File: src/sv/bdpc_pkg.sv
// Package: payload structs, event codes, register indexes and state type.
package bdpc_pkg;

  typedef enum logic [1:0] {
    KIND_NONE   = 2'd0,
    KIND_SHORT  = 2'd1,
    KIND_LONG   = 2'd2,
    KIND_REPEAT = 2'd3
  } bdpc_kind_e;

  typedef enum logic {
    REG_DEBOUNCE_MS   = 1'b0,
    REG_LONG_PRESS_MS = 1'b1
  } bdpc_reg_e;

  localparam logic [15:0] DEBOUNCE_MS_RST   = 16'd20;
  localparam logic [15:0] LONG_PRESS_MS_RST = 16'd1000;

  typedef struct packed {
    logic        raw_pressed;
    logic [31:0] now_ms;
  } bdpc_in_t;

  typedef struct packed {
    bdpc_kind_e event_kind;
    logic       pressed_now;
    logic       long_enough;
  } bdpc_out_t;

  typedef struct packed {
    logic        raw_level;
    logic [31:0] raw_change_time;
    logic [31:0] event_time;
    logic        stable_level;
    logic        held_flag;
  } bdpc_state_t;

  typedef struct packed {
    logic [15:0] debounce_ms;
    logic [15:0] long_press_ms;
  } bdpc_cfg_t;

endpackage

File: src/sv/bdpc_step.sv
// Next-state and result logic for one poll of the debouncer.
module bdpc_step import bdpc_pkg::*; (
  input  bdpc_cfg_t   cfg_i,
  input  bdpc_state_t state_i,
  input  bdpc_in_t    item_i,
  output bdpc_state_t state_o,
  output bdpc_out_t   result_o
);

  logic        lvl;
  logic [31:0] now;
  logic        raw_chg;
  logic [31:0] raw_diff;
  logic        flip;
  logic        stable1;
  logic [31:0] evt_diff;
  logic        lp_zero;
  logic        evt_ge;
  logic        short_hit;
  logic        evt_upd1;
  logic        held1;
  logic        ge1;
  logic        long_hit;
  logic        evt_upd;
  logic        ge2;

  assign lvl      = item_i.raw_pressed;
  assign now      = item_i.now_ms;
  assign raw_chg  = (lvl != state_i.raw_level);
  // A raw change restarts the timer, so the elapsed time is zero then.
  assign raw_diff = raw_chg ? 32'd0 : (now - state_i.raw_change_time);
  assign flip     = (raw_diff > {16'd0, cfg_i.debounce_ms}) && (lvl != state_i.stable_level);
  assign stable1  = flip ? lvl : state_i.stable_level;

  assign evt_diff = now - state_i.event_time;
  assign lp_zero  = (cfg_i.long_press_ms == 16'd0);
  assign evt_ge   = (evt_diff >= {16'd0, cfg_i.long_press_ms});

  assign short_hit = flip && !lvl && !state_i.held_flag && !evt_ge;
  assign evt_upd1  = (flip && lvl) || short_hit;
  assign held1     = (flip && !lvl) ? 1'b0 : state_i.held_flag;
  // Once the event time moves to now, the elapsed time is zero.
  assign ge1       = evt_upd1 ? lp_zero : evt_ge;
  assign long_hit  = stable1 && ge1;
  assign evt_upd   = evt_upd1 || long_hit;
  assign ge2       = evt_upd ? lp_zero : evt_ge;

  always_comb begin
    state_o.raw_level       = lvl;
    state_o.raw_change_time = raw_chg ? now : state_i.raw_change_time;
    state_o.event_time      = evt_upd ? now : state_i.event_time;
    state_o.stable_level    = stable1;
    state_o.held_flag       = long_hit ? 1'b1 : held1;

    priority if (long_hit) begin
      result_o.event_kind = held1 ? KIND_REPEAT : KIND_LONG;
    end else if (short_hit) begin
      result_o.event_kind = KIND_SHORT;
    end else begin
      result_o.event_kind = KIND_NONE;
    end
    result_o.pressed_now = stable1;
    result_o.long_enough = stable1 && (state_o.held_flag || ge2);
  end

endmodule

File: src/sv/button_debounce_press_classifier_unit.sv
// Top level: button debouncer with short, long and repeat press classification.
// Path: a poll is captured in the input register, then its result is registered.
// Throughput: one poll per cycle unless the result stalls; the state update
//   is a single pass of subtract and compare logic between input and result registers.
// Reset: debounce 20 ms, long press 1000 ms, all timestamps and levels zero,
//   both pipeline registers empty.
module button_debounce_press_classifier_unit import bdpc_pkg::*; (
  input  logic        clk_i,
  input  logic        rst_ni,
  input  logic        cfg_we_i,
  input  bdpc_reg_e   cfg_idx_i,
  input  logic [15:0] cfg_data_i,
  input  logic        in_valid_i,
  output logic        in_stall_o,
  input  bdpc_in_t    in_item_i,
  output logic        out_valid_o,
  input  logic        out_stall_i,
  output bdpc_out_t   out_item_o
);

  // Configuration registers.
  bdpc_cfg_t   cfg_q;

  // Input register stage.
  logic        in_valid_q;
  bdpc_in_t    in_item_q;

  // Debouncer state, advanced once per poll leaving the input stage.
  bdpc_state_t state_q, state_d;

  // Result register.
  logic        out_valid_q;
  bdpc_out_t   out_item_q, result_d;

  logic        out_free;
  logic        step_go;
  logic        in_take;

  // Result register can load when empty or when its transfer completes now.
  assign out_free   = !out_valid_q || !out_stall_i;
  assign step_go    = in_valid_q && out_free;
  // Hold the input stage while its poll cannot move on.
  assign in_stall_o = in_valid_q && !out_free;
  assign in_take    = in_valid_i && !in_stall_o;

  always_ff @(posedge clk_i or negedge rst_ni) begin
    if (!rst_ni) begin
      cfg_q.debounce_ms   <= DEBOUNCE_MS_RST;
      cfg_q.long_press_ms <= LONG_PRESS_MS_RST;
    end else if (cfg_we_i) begin
      unique case (cfg_idx_i)
        REG_DEBOUNCE_MS:   cfg_q.debounce_ms   <= cfg_data_i;
        REG_LONG_PRESS_MS: cfg_q.long_press_ms <= cfg_data_i;
        default: ;
      endcase
    end
  end

  bdpc_step u_step (
    .cfg_i    (cfg_q),
    .state_i  (state_q),
    .item_i   (in_item_q),
    .state_o  (state_d),
    .result_o (result_d)
  );

  // Input stage: load on a transfer, drop when its poll advances.
  always_ff @(posedge clk_i or negedge rst_ni) begin
    if (!rst_ni) begin
      in_valid_q <= 1'b0;
    end else if (in_take) begin
      in_valid_q <= 1'b1;
    end else if (step_go) begin
      in_valid_q <= 1'b0;
    end
  end

  always_ff @(posedge clk_i) begin
    if (in_take) begin
      in_item_q <= in_item_i;
    end
  end

  // State and result advance together when the poll leaves the input stage.
  always_ff @(posedge clk_i or negedge rst_ni) begin
    if (!rst_ni) begin
      state_q <= '0;
    end else if (step_go) begin
      state_q <= state_d;
    end
  end

  always_ff @(posedge clk_i or negedge rst_ni) begin
    if (!rst_ni) begin
      out_valid_q <= 1'b0;
    end else if (out_free) begin
      out_valid_q <= step_go;
    end
  end

  always_ff @(posedge clk_i) begin
    if (step_go) begin
      out_item_q <= result_d;
    end
  end

  assign out_valid_o = out_valid_q;
  assign out_item_o  = out_item_q;

  // A short press is only ever reported on a release.
  a_short_released: assert property (@(posedge clk_i) disable iff (!rst_ni)
    out_valid_q && (out_item_q.event_kind == KIND_SHORT) |-> !out_item_q.pressed_now)
    else $error("short press reported while pressed");

  // Long and repeat events need the button held long enough.
  a_long_pressed: assert property (@(posedge clk_i) disable iff (!rst_ni)
    out_valid_q && ((out_item_q.event_kind == KIND_LONG) ||
                    (out_item_q.event_kind == KIND_REPEAT))
    |-> (out_item_q.pressed_now && out_item_q.long_enough))
    else $error("long or repeat event without a held press");

  // The held flag is cleared on every debounced release.
  a_held_stable: assert property (@(posedge clk_i) disable iff (!rst_ni)
    state_q.held_flag |-> state_q.stable_level)
    else $error("held flag set while released");

  // A stalled result keeps the stage behind it from advancing.
  a_no_overrun: assert property (@(posedge clk_i) disable iff (!rst_ni)
    out_valid_q && out_stall_i |=> out_valid_q && $stable(out_item_q))
    else $error("stalled result overwritten");

endmodule
File: config.mk
export PLATFORM = sky130hd
export DESIGN_NAME = button_debounce_press_classifier_unit
export DESIGN_NICKNAME = d
export VERILOG_FILES = /design/src/sv/bdpc_pkg.sv /design/src/sv/bdpc_step.sv /design/src/sv/button_debounce_press_classifier_unit.sv
export SDC_FILE = /design/constraint.sdc
export NUM_CORES = 1
export LEC_CHECK = 0
export ABC_AREA = 1
export ABC_CLOCK_PERIOD_IN_PS = 10500
export BUFFER_PORTS_ARGS = -buffer_cell sky130_fd_sc_hd__buf_2
export CAP_MARGIN = 20
export CORE_ASPECT_RATIO = 0.75
export CORE_MARGIN = 4
export CORE_UTILIZATION = 65
export CTS_CLUSTER_DIAMETER = 80
export DETAILED_ROUTE_END_ITERATION = 6
export MAX_ROUTING_LAYER = met4
export PLACE_DENSITY = 0.82
export SLEW_MARGIN = 20
export SYNTH_ARGS = -nofsm -noshare
export SYNTH_HDL_FRONTEND = slang
export SYNTH_SLANG_ARGS = --single-unit
File: constraint.sdc
create_clock -name clk_i -period 10.5 [get_ports clk_i]
set_input_delay 1.05 -clock clk_i [delete_from_list [all_inputs] [get_ports clk_i]]
set_output_delay 1.05 -clock clk_i [all_outputs]
set_load 0.05 [all_outputs]
==> impl_metrics.env, run 1 <==
export IMPL_seq_area_frac_synth_pct=32.9
export IMPL_synth_seq_cells=138
export IMPL_grt_pass1_wl_mm=49.6
export IMPL_finalNonFillerCells=2005
export IMPL_die_area_um2=19300
export IMPL_gp_congestion=0.990
export IMPL_fillCellCount=1413
export IMPL_drive_gt1_share_pct=6.82
export IMPL_core_area_um2=16800
export IMPL_cts_root_buffer="clkbuf_16"
export IMPL_avgViaCountPerCell=5.40
export IMPL_worstPathMaxFanout=33
export IMPL_setup_violations_final=0
export IMPL_met1_usage_pct=45.2
export IMPL_cts_tree="built"
export IMPL_powerDensity_nw_per_um2=294
export IMPL_final_cell_mix="nand2_1 (617), inv_1 (359), nor2_1 (143)"
export IMPL_syn_inst=1716
export IMPL_synth_cell_types=39
export IMPL_clock_latency_ns=0.42
export IMPL_wl_per_cell_um=15.5
export IMPL_cts_buffers=17
export IMPL_clk_path_buf_depth=2
export IMPL_hpwl_mm=24.6
export IMPL_grt_util_met3_pct=6.83
export IMPL_hold_violations=0
export IMPL_start_kind="flop"
export IMPL_yosysWarnings=0
export IMPL_hp_class="flop to flop"
export IMPL_num_rows=41
export IMPL_clock_sinks=138
export IMPL_use_met2_pct=51.6
export IMPL_placed_area_um2=11600
export IMPL_dr_total_vias=10800
export IMPL_num_antenna_cells=0
export IMPL_status="complete, no violations"
export IMPL_p_leak_uw=0.00711
export IMPL_cp_cell_sequence="ha_1 > nand2_1 > nand2_1 > nand2_1 > nand3_1 > nand3_1 > nand3_1 > xnor2_1 > nor2_1 > ha_1 > nand4_1 > a21oi_1 > nor2_1 > a21oi_1 > nor2_1 > nand3_1 > nand2_1 > nand2_1 > nand2_2 > o211ai_4 > nand2_4 > nand2_1 > nand2_1"
export IMPL_worstMarginPinSlew_ns=0.913
export IMPL_htree_levels=4
export IMPL_synth_net_count=1867
export IMPL_synth_edff_count=37
export IMPL_clock_fmax_mhz=197
export IMPL_layout_nets=1928
export IMPL_antenna_left=0
export IMPL_stdcell_area_um2=12200
export IMPL_slew_violations=0
export IMPL_async_reset_ff_share_pct=73.2
export IMPL_path_clk_slew_ns=0.06
export IMPL_syn_area_um2=11100
export IMPL_cts_hold_buffers=0
export IMPL_critical_path_arrival_ns=5.37
export IMPL_antenna_found_initial=0
export IMPL_cp_top_family="simple AND/OR/NAND/NOR gates"
export IMPL_ir_drop_mv=0.147
export IMPL_placedCellCount=1973
export IMPL_crit_buf_inv=0
export IMPL_cpPeakStageDelay_ns=0.74
export IMPL_max_cap_violations=0
export IMPL_crit_type="flop to flop"
export IMPL_final_common_cell="nand2_1"
export IMPL_post_cts_buffers=0
export IMPL_synthFlopType="dfrtp_1"
export IMPL_cpMostUsedCell="nand2_1"
export IMPL_port_buffers=60
export IMPL_grtUsageTotal_pct=33.2
export IMPL_grt_busiest_layer="met2"
export IMPL_crit_required_ns=10.80
export IMPL_die_w_um=159
export IMPL_drtPass1Iterations=7
export IMPL_die_height_um=121
export IMPL_wl_mm=31.0
export IMPL_cts_resized=0
export IMPL_grt_max_degree=64
export IMPL_drt_iter0_drc=1064
export IMPL_fin_crit_ns=5.07
export IMPL_finClkSkew_ns=0.00769
export IMPL_rsz0062_at_grt="false"
export IMPL_start_util_pct=66.2
export IMPL_cp_slowest_cell="o211ai_4"
export IMPL_syn_avg_cell_area_um2=6.47
export IMPL_setup_tns_ns=0
export IMPL_io_pins=61
export IMPL_drc_errors=0
export IMPL_areaGrowthSynthToFinish_pct=9.47
export IMPL_max_slew_margin_pct=38.8
export IMPL_cp_end_kind="flop"
export IMPL_grt_pass1_vias=9972
export IMPL_finalCritPeriodShare_pct=48.3
export IMPL_grt_overflow=0
==> power breakdown <==
part	switching, uW	total, uW	internal (uW)
logic	1460	2200	739
registers	86.9	805	718
clock network	242	575	333
total	1790	3580	1790
==> logic make-up after synthesis <==
group,after synthesis,synth area share [%]
xor+xnor,20,1.58
fa+ha+maj,96,11.0
flops,138,32.9
compound gates,163,7.85
mux,1,0.101
buf+inv,384,13.3
simple gates,914,33.4
==> worst reg2reg max path, delay by kind of cell (launching register included) <==
kind / cells / cell delay, ns
AND/OR/NAND/NOR: 17 / 2.21
AO/OA/AOI/OAI: 3 / 1.21
adder cells (fa/ha/maj): 2 / 0.72
flip-flops: 1 / 0.52
XOR/XNOR: 1 / 0.28
==> layer usage <==
| metal | vias up | part of all wire, % |
|---|---|---|
| li1 | 5408 | - |
| met1 | 4944 | 45 |
| met2 | 414 | 44 |
| met3 | 64 | 8.0 |
| met4 | 0 | 2.5 |
| met5 | - | 0 |
==> Yosys cell counts, types with 8 or more instances <==
cell	count	area [um^2]
xor2_1	15	131
a21oi_1	92	460
dfrtp_1	93	2330
nand4_1	24	150
ha_1	94	1180
o21ai_0	57	285
nand3_1	98	490
nand2_1	618	2320
inv_1	359	1350
nor2_1	143	537
dfstp_2	8	210
edfxtp_1	37	1110
clkbuf_1	15	56.3
==> state kept, by name, summed over array words and instances (netlist names) <==
name,count
cfg_q,32
out_item_o,4
in_item_q,33
out_valid_o,1
state_q,67
in_valid_q,1
==> worst paths after layout <==
path / start / endpoint / slack (ns) / cells after the start
setup reg to reg: in_item_q[3] / state_q[23] / 5.43 / 23
max in group asynchronous: rst_ni / state_q[57] / 8.66 / 2
hold / removal: state_q[10] / state_q[10] / 0.48 / 2
min in group asynchronous: rst_ni / cfg_q[28] / 0.60 / 1
hold reg to reg: state_q[10] / state_q[10] / 0.48 / 2
setup / recovery: in_item_q[3] / state_q[23] / 5.43 / 23
==> layout make-up <==
class / count / area (um^2) / share of cell area, %
multi-input cells: 1194 / 5980 / 49.2
well taps: 215 / 269 / 2.21
clock buffers: 19 / 443 / 3.65
repair buffers: 64 / 333 / 2.74
clock inverters: 13 / 120 / 0.989
flip-flops and latches: 138 / 3650 / 30.0
inverters: 362 / 1360 / 11.2
==> stage by stage <==
stage / util [%] / hold slack (ns) / total power (uW) / setup WS (ns)
floorplan: - / 0.442 / 2420 / 7.11
detailed placement: 69.1 / 0.460 / 2940 / 5.56
global route: 72.4 / 0.501 / 3910 / 5.06
CTS: 72.4 / 0.476 / 3540 / 5.54
finish: 72.4 / 0.476 / 3580 / 5.43
global placement: 69.1 / 0.455 / 2880 / 5.70
Power figures use the tool's default switching activity.
==> run 2: changes to the inputs <==
--- a/config.mk
+++ b/config.mk
@@ -6,16 +6,16 @@
 export NUM_CORES = 1
 export LEC_CHECK = 0
 export ABC_AREA = 1
-export ABC_CLOCK_PERIOD_IN_PS = 10500
+export ABC_CLOCK_PERIOD_IN_PS = 5100
 export BUFFER_PORTS_ARGS = -buffer_cell sky130_fd_sc_hd__buf_2
 export CAP_MARGIN = 20
 export CORE_ASPECT_RATIO = 0.75
 export CORE_MARGIN = 4
-export CORE_UTILIZATION = 65
+export CORE_UTILIZATION = 63
 export CTS_CLUSTER_DIAMETER = 80
 export DETAILED_ROUTE_END_ITERATION = 6
 export MAX_ROUTING_LAYER = met4
-export PLACE_DENSITY = 0.82
+export PLACE_DENSITY = 0.8
 export SLEW_MARGIN = 20
 export SYNTH_ARGS = -nofsm -noshare
 export SYNTH_HDL_FRONTEND = slang
==> constraint.sdc (replaced) <==
create_clock -name clk_i -period 5.1 [get_ports clk_i]
set_input_delay 0.51 -clock clk_i [delete_from_list [all_inputs] [get_ports clk_i]]
set_output_delay 0.51 -clock clk_i [all_outputs]
set_load 0.05 [all_outputs]
==> impl_metrics.env, run 2 (same netlist as run 1, synthesis figures left out) <==
export IMPL_status="complete, no violations"
export IMPL_num_rows=41
export IMPL_finalWorstSetupSlack_ns=0.437
export IMPL_grt_max_degree=65
export IMPL_dr_total_vias=10700
export IMPL_areaGrowthSynthToFinish_pct=9.78
export IMPL_drtPass1Iterations=5
export IMPL_post_place_ws_ns=0.258
export IMPL_ir_drop_mv=0.280
export IMPL_worstMarginPinSlew_ns=0.897
export IMPL_final_cell_mix="nand2_1 (617), inv_1 (359), nor2_1 (143)"
export IMPL_wl_mm=31.0
export IMPL_crit_type="flop to flop"
export IMPL_gp_congestion=0.999
export IMPL_cts_root_buffer="clkbuf_16"
export IMPL_layout_nets=1929
export IMPL_antenna_found_initial=1
export IMPL_hpwl_mm=24.8
export IMPL_max_slew_margin_pct=40.1
export IMPL_slew_violations=0
export IMPL_grt_pass1_vias=9916
export IMPL_port_buffers=60
export IMPL_rsz0062_at_grt="false"
export IMPL_critPathLaunch="in_item_q[2]"
export IMPL_finClkSkew_ns=0.0146
export IMPL_reg_top3="state_q x67, in_item_q x33, cfg_q x32"
export IMPL_path_clk_slew_ns=0.07
export IMPL_post_cts_buffers=0
export IMPL_die_area_um2=19800
export IMPL_setup_tns_ns=0
export IMPL_cts_resized=0
export IMPL_cp_slowest_cell="o211ai_4"
export IMPL_clock_fmax_mhz=214
export IMPL_crit_required_ns=5.41
export IMPL_combPwrFrac_pct=61.3
export IMPL_cp_end_kind="flop"
export IMPL_drt_iter0_drc=985
export IMPL_clk_path_buf_depth=2
export IMPL_core_area_um2=17000
export IMPL_pwr_share_clk_pct=16.2
export IMPL_fin_crit_ns=4.66
export IMPL_switchingPower_uw=3690
export IMPL_clock_latency_ns=0.44
export IMPL_grt_overflow=0
export IMPL_cts_tree="built"
export IMPL_drive_gt1_share_pct=6.98
export IMPL_hold_violations=0
export IMPL_crit_buf_inv=1
export IMPL_avgViaCountPerCell=5.30
export IMPL_intPower_uw=3650
export IMPL_wl_per_cell_um=15.3
export IMPL_cts_buffers=17
export IMPL_cpMostUsedCell="nand2_1"
export IMPL_start_kind="flop"
export IMPL_powerDensity_nw_per_um2=602
export IMPL_max_cap_violations=0
export IMPL_top_register="state_q"
export IMPL_drc_errors=0
export IMPL_cp_num_cells=25
export IMPL_pwr_share_seq_pct=22.5
export IMPL_grt_pass1_wl_mm=49.7
export IMPL_start_util_pct=65.2
export IMPL_grtUsageTotal_pct=33.2
export IMPL_hp_class="input port to asynchronous set/reset pin"
export IMPL_htree_levels=4
export IMPL_clock_sinks=138
export IMPL_die_w_um=161
export IMPL_die_height_um=123
export IMPL_cpPeakStageDelay_ns=0.54
export IMPL_p_sw_share_pct=50.3
export IMPL_critical_path_arrival_ns=4.98
export IMPL_final_common_cell="nand2_1"
export IMPL_reg2reg_from="in_item_q[2]"
export IMPL_largest_reg_flops=67
export IMPL_p_leak_uw=0.00712
export IMPL_setup_violations_final=0
export IMPL_finalCritPeriodShare_pct=91.4
export IMPL_worstPathMaxFanout=32
export IMPL_cp_top_family="simple AND/OR/NAND/NOR gates"
export IMPL_reg2regPathDepth=25
export IMPL_io_pins=61
export IMPL_antenna_left=0
==> run 2: metal layers <==
layer / share of wire, % / track usage [%] / wire (um)
met1: 45 / 46.3 / 14100
met2: 43 / 49.8 / 13400
met3: 9.4 / 7.40 / 2910
met4: 2.0 / 8.84 / 613
met5: 0 / - / 0
==> run 2: final timing paths <==
check | endpoint | slack [ns]
hold / removal | cfg_q[23] | 0.16
hold reg to reg | state_q[15] | 0.48
setup reg to reg | state_q[19] | 0.44
max in group asynchronous | state_q[18] | 3.92
setup / recovery | state_q[19] | 0.44
min in group clk_i | in_item_q[7] | 0.24
==> run 2: cell type report <==
class | instances | area, um^2
Antenna cell | 1 | 2.50
Tap cell | 236 | 295
Multi-Input combinational cell | 1195 | 5990
Inverter | 362 | 1360
Clock inverter | 15 | 131
Timing Repair Buffer | 64 | 333
Fill cell | 1514 | 4850
Sequential cell | 138 | 3650
Clock buffer | 17 | 425
==> run 2: power groups by stage <==
stage / clock network (uW) / registers, uW / logic (uW)
after floorplan: 0 / 1650 / 3330
after global placement: 0 / 1650 / 4260
after detailed placement: 0 / 1660 / 4370
after CTS: 1190 / 1650 / 4400
after global routing: 1240 / 1680 / 5160
final: 1190 / 1650 / 4490
==> run 2: stage by stage <==
| stage | utilization [%] | hold slack (ns) | power [uW] | cells | cell area [um^2] |
|---|---|---|---|---|---|
| after floorplan | - | 0.214 | 4980 | 1716 | 11100 |
| after global placement | 68.2 | 0.457 | 5910 | 1994 | 11600 |
| after detailed placement | 68.2 | 0.460 | 6030 | 1994 | 11600 |
| after CTS | 71.5 | 0.190 | 7240 | 2026 | 12200 |
| after global routing | 71.5 | 0.237 | 8090 | 2028 | 12200 |
| final | 71.5 | 0.158 | 7330 | 2028 | 12200 |
==> run 2: what timing repair did <==
item | CTS | global route
setup endpoints to repair | 0 | 32
hold buffers | 0 | 0
endpoints found under the hold margin | 0 | 0
==> run 2: worst register-to-register path, delay by kind of cell, from the launching register on <==
family / cells / cell delay (ns)
compound gates: 6 / 1.37
fa+ha+maj: 2 / 0.76
buf+inv: 1 / 0.08
flops: 1 / 0.48
simple gates: 16 / 1.84
==> run 3: changes to the inputs <==
--- a/config.mk
+++ b/config.mk
@@ -11,11 +11,11 @@
 export CAP_MARGIN = 20
 export CORE_ASPECT_RATIO = 0.75
 export CORE_MARGIN = 4
-export CORE_UTILIZATION = 63
-export CTS_CLUSTER_DIAMETER = 80
+export CORE_UTILIZATION = 50
+export CTS_CLUSTER_DIAMETER = 50
 export DETAILED_ROUTE_END_ITERATION = 6
 export MAX_ROUTING_LAYER = met4
-export PLACE_DENSITY = 0.8
+export PLACE_DENSITY = 0.65
 export SLEW_MARGIN = 20
 export SYNTH_ARGS = -nofsm -noshare
 export SYNTH_HDL_FRONTEND = slang
==> impl_metrics.env, run 3 (same netlist as run 1, synthesis figures left out) <==
export IMPL_cts_buffers=17
export IMPL_htree_levels=4
export IMPL_grtUsageTotal_pct=26.0
export IMPL_r2r_end="state_q[6]"
export IMPL_num_antenna_cells=0
export IMPL_die_w_um=180
export IMPL_ir_drop_mv=0.263
export IMPL_setup_violations_final=0
export IMPL_fin_util_pct=57.0
export IMPL_avgViaCountPerCell=5.06
export IMPL_final_common_cell="nand2_1"
export IMPL_antenna_left=0
export IMPL_start_kind="flop"
export IMPL_drtPass1Iterations=5
export IMPL_crit_type="flop to flop"
export IMPL_wl_per_cell_um=14.6
export IMPL_hold_violations=0
export IMPL_dr_total_vias=10500
export IMPL_clock_fmax_mhz=216
export IMPL_hp_class="input port to asynchronous set/reset pin"
export IMPL_io_pins=61
export IMPL_wl_mm=30.4
export IMPL_clock_sinks=138
export IMPL_grt_overflow=0
export IMPL_finalCritPeriodShare_pct=90.8
export IMPL_antenna_found_initial=0
export IMPL_cts_hold_buffers=0
export IMPL_cts_resized=0
export IMPL_num_rows=46
export IMPL_final_cell_mix="nand2_1 (617), inv_1 (359), nor2_1 (143)"
export IMPL_crit_required_ns=5.41
export IMPL_post_cts_buffers=0
export IMPL_max_cap_violations=0
export IMPL_reg_top3="state_q x67, in_item_q x33, cfg_q x32"
export IMPL_grt_max_degree=64
export IMPL_grt_pass1_vias=9690
export IMPL_clk_path_buf_depth=2
export IMPL_hpwl_mm=25.0
export IMPL_top_register="state_q"
export IMPL_drt_iter0_drc=960
export IMPL_core_area_um2=21500
export IMPL_rrSetupSlack_ns=0.47
export IMPL_fin_crit_ns=4.63
export IMPL_start_util_pct=51.7
export IMPL_cts_root_buffer="clkbuf_16"
export IMPL_cts_tree="built"
export IMPL_critical_path_arrival_ns=4.94
export IMPL_die_height_um=137
export IMPL_die_area_um2=24700
export IMPL_clock_latency_ns=0.42
export IMPL_finClkSkew_ns=0.00928
export IMPL_p_leak_uw=0.00712
export IMPL_max_slew_margin_pct=38.4
export IMPL_worstMarginPinSlew_ns=0.916
export IMPL_drc_errors=0
export IMPL_reg2reg_from="in_item_q[2]"
export IMPL_worstPathMaxFanout=32
export IMPL_layout_nets=1929
export IMPL_port_buffers=60
export IMPL_slew_violations=0
export IMPL_grt_pass1_wl_mm=49.4
export IMPL_drive_gt1_share_pct=6.98
export IMPL_rsz0062_at_grt="false"
export IMPL_setup_tns_ns=0
export IMPL_areaGrowthSynthToFinish_pct=10.2
export IMPL_gp_congestion=0.979
export IMPL_cp_end_kind="flop"
export IMPL_path_clk_slew_ns=0.06
export IMPL_reg2regPathDepth=25
export IMPL_powerDensity_nw_per_um2=591
export IMPL_largest_reg_flops=67
export IMPL_status="complete, no violations"
==> run 3: cell count changes in the layout (fill, tap and decap cells not counted), sizes merged <==
cell	previous run	this run
buf	64	65
clkbuf	17	18
clkinv	6	4
diode	1	0
inv	370	371
o211ai	3	2
==> run 3: routing by layer <==
layer  up-vias  GRT usage, %  share of wire (%)
li1       5404             -                  -
met1      4812          38.1                 51
met2       273          37.8                 41
met3        34          3.77                6.0
met4         0          7.18                2.2
met5         -             -                  0
==> run 3: stage by stage <==
step / power [uW] / setup WS [ns] / std cells / hold slack [ns] / cell area, um^2
final: 7230 / 0.468 / 2079 / 0.123 / 12200
after global routing: 8010 / 0.0822 / 2079 / 0.195 / 12200
after CTS: 7220 / 0.515 / 2079 / 0.172 / 12200
after detailed placement: 6020 / 0.604 / 2047 / 0.459 / 11700
after global placement: 5970 / 0.669 / 2047 / 0.454 / 11700
after floorplan: 4980 / 1.71 / 1716 / 0.214 / 11100
==> run 3: where the power goes <==
group          total (uW)  leakage (uW)  switching (uW)  internal, uW
combinational        4430       0.00530            2900          1520
sequential           1650       0.00154             169          1480
clock                1150      0.000275             509           645
total                7230       0.00712            3580          3650
==> run 3: final cells by class <==
class,count,area (um^2)
Fill cell,2155,9230
Multi-Input combinational cell,1194,5980
Sequential cell,138,3650
Inverter,362,1360
Clock buffer,18,439
Tap cell,288,360
Timing Repair Buffer,65,340
Clock inverter,14,109
==> run 3: worst max-delay path: stages, from the launching register on <==
cell      delay, ns
edfxtp_1       0.48
ha_1           0.47
nand2_1        0.08
nand2_1        0.17
inv_2          0.05
nand2_2        0.12
nand2_1        0.09
nand2_2        0.14
inv_2          0.05
o21bai_2       0.16
xnor2_1        0.15
nor2_1         0.06
ha_1           0.32
nand4_1        0.16
nor2_1         0.16
nand2_1        0.08
a21oi_1        0.28
nor2_1         0.09
nand3_1        0.18
nand2_1        0.14
nand2_1        0.10
nand2_2        0.10
o211ai_4       0.37
nand2_4        0.30
nand2_1        0.15
nand2_1        0.05
==> run 3: how the worst max path moves through the flow <==
stage | endpoint | start | cells after the start | slack (ns)
6_report | state_q[6] | in_item_q[2] | 25 | 0.47
5_1_grt | state_q[28] | in_item_q[2] | 25 | 0.08
3_5_place_dp | state_q[22] | in_item_q[2] | 25 | 0.60
4_1_cts | state_q[22] | in_item_q[2] | 25 | 0.52
2_1_floorplan | state_q[25] | in_item_q[2] | 24 | 1.71
3_3_place_gp | state_q[10] | in_item_q[2] | 25 | 0.67
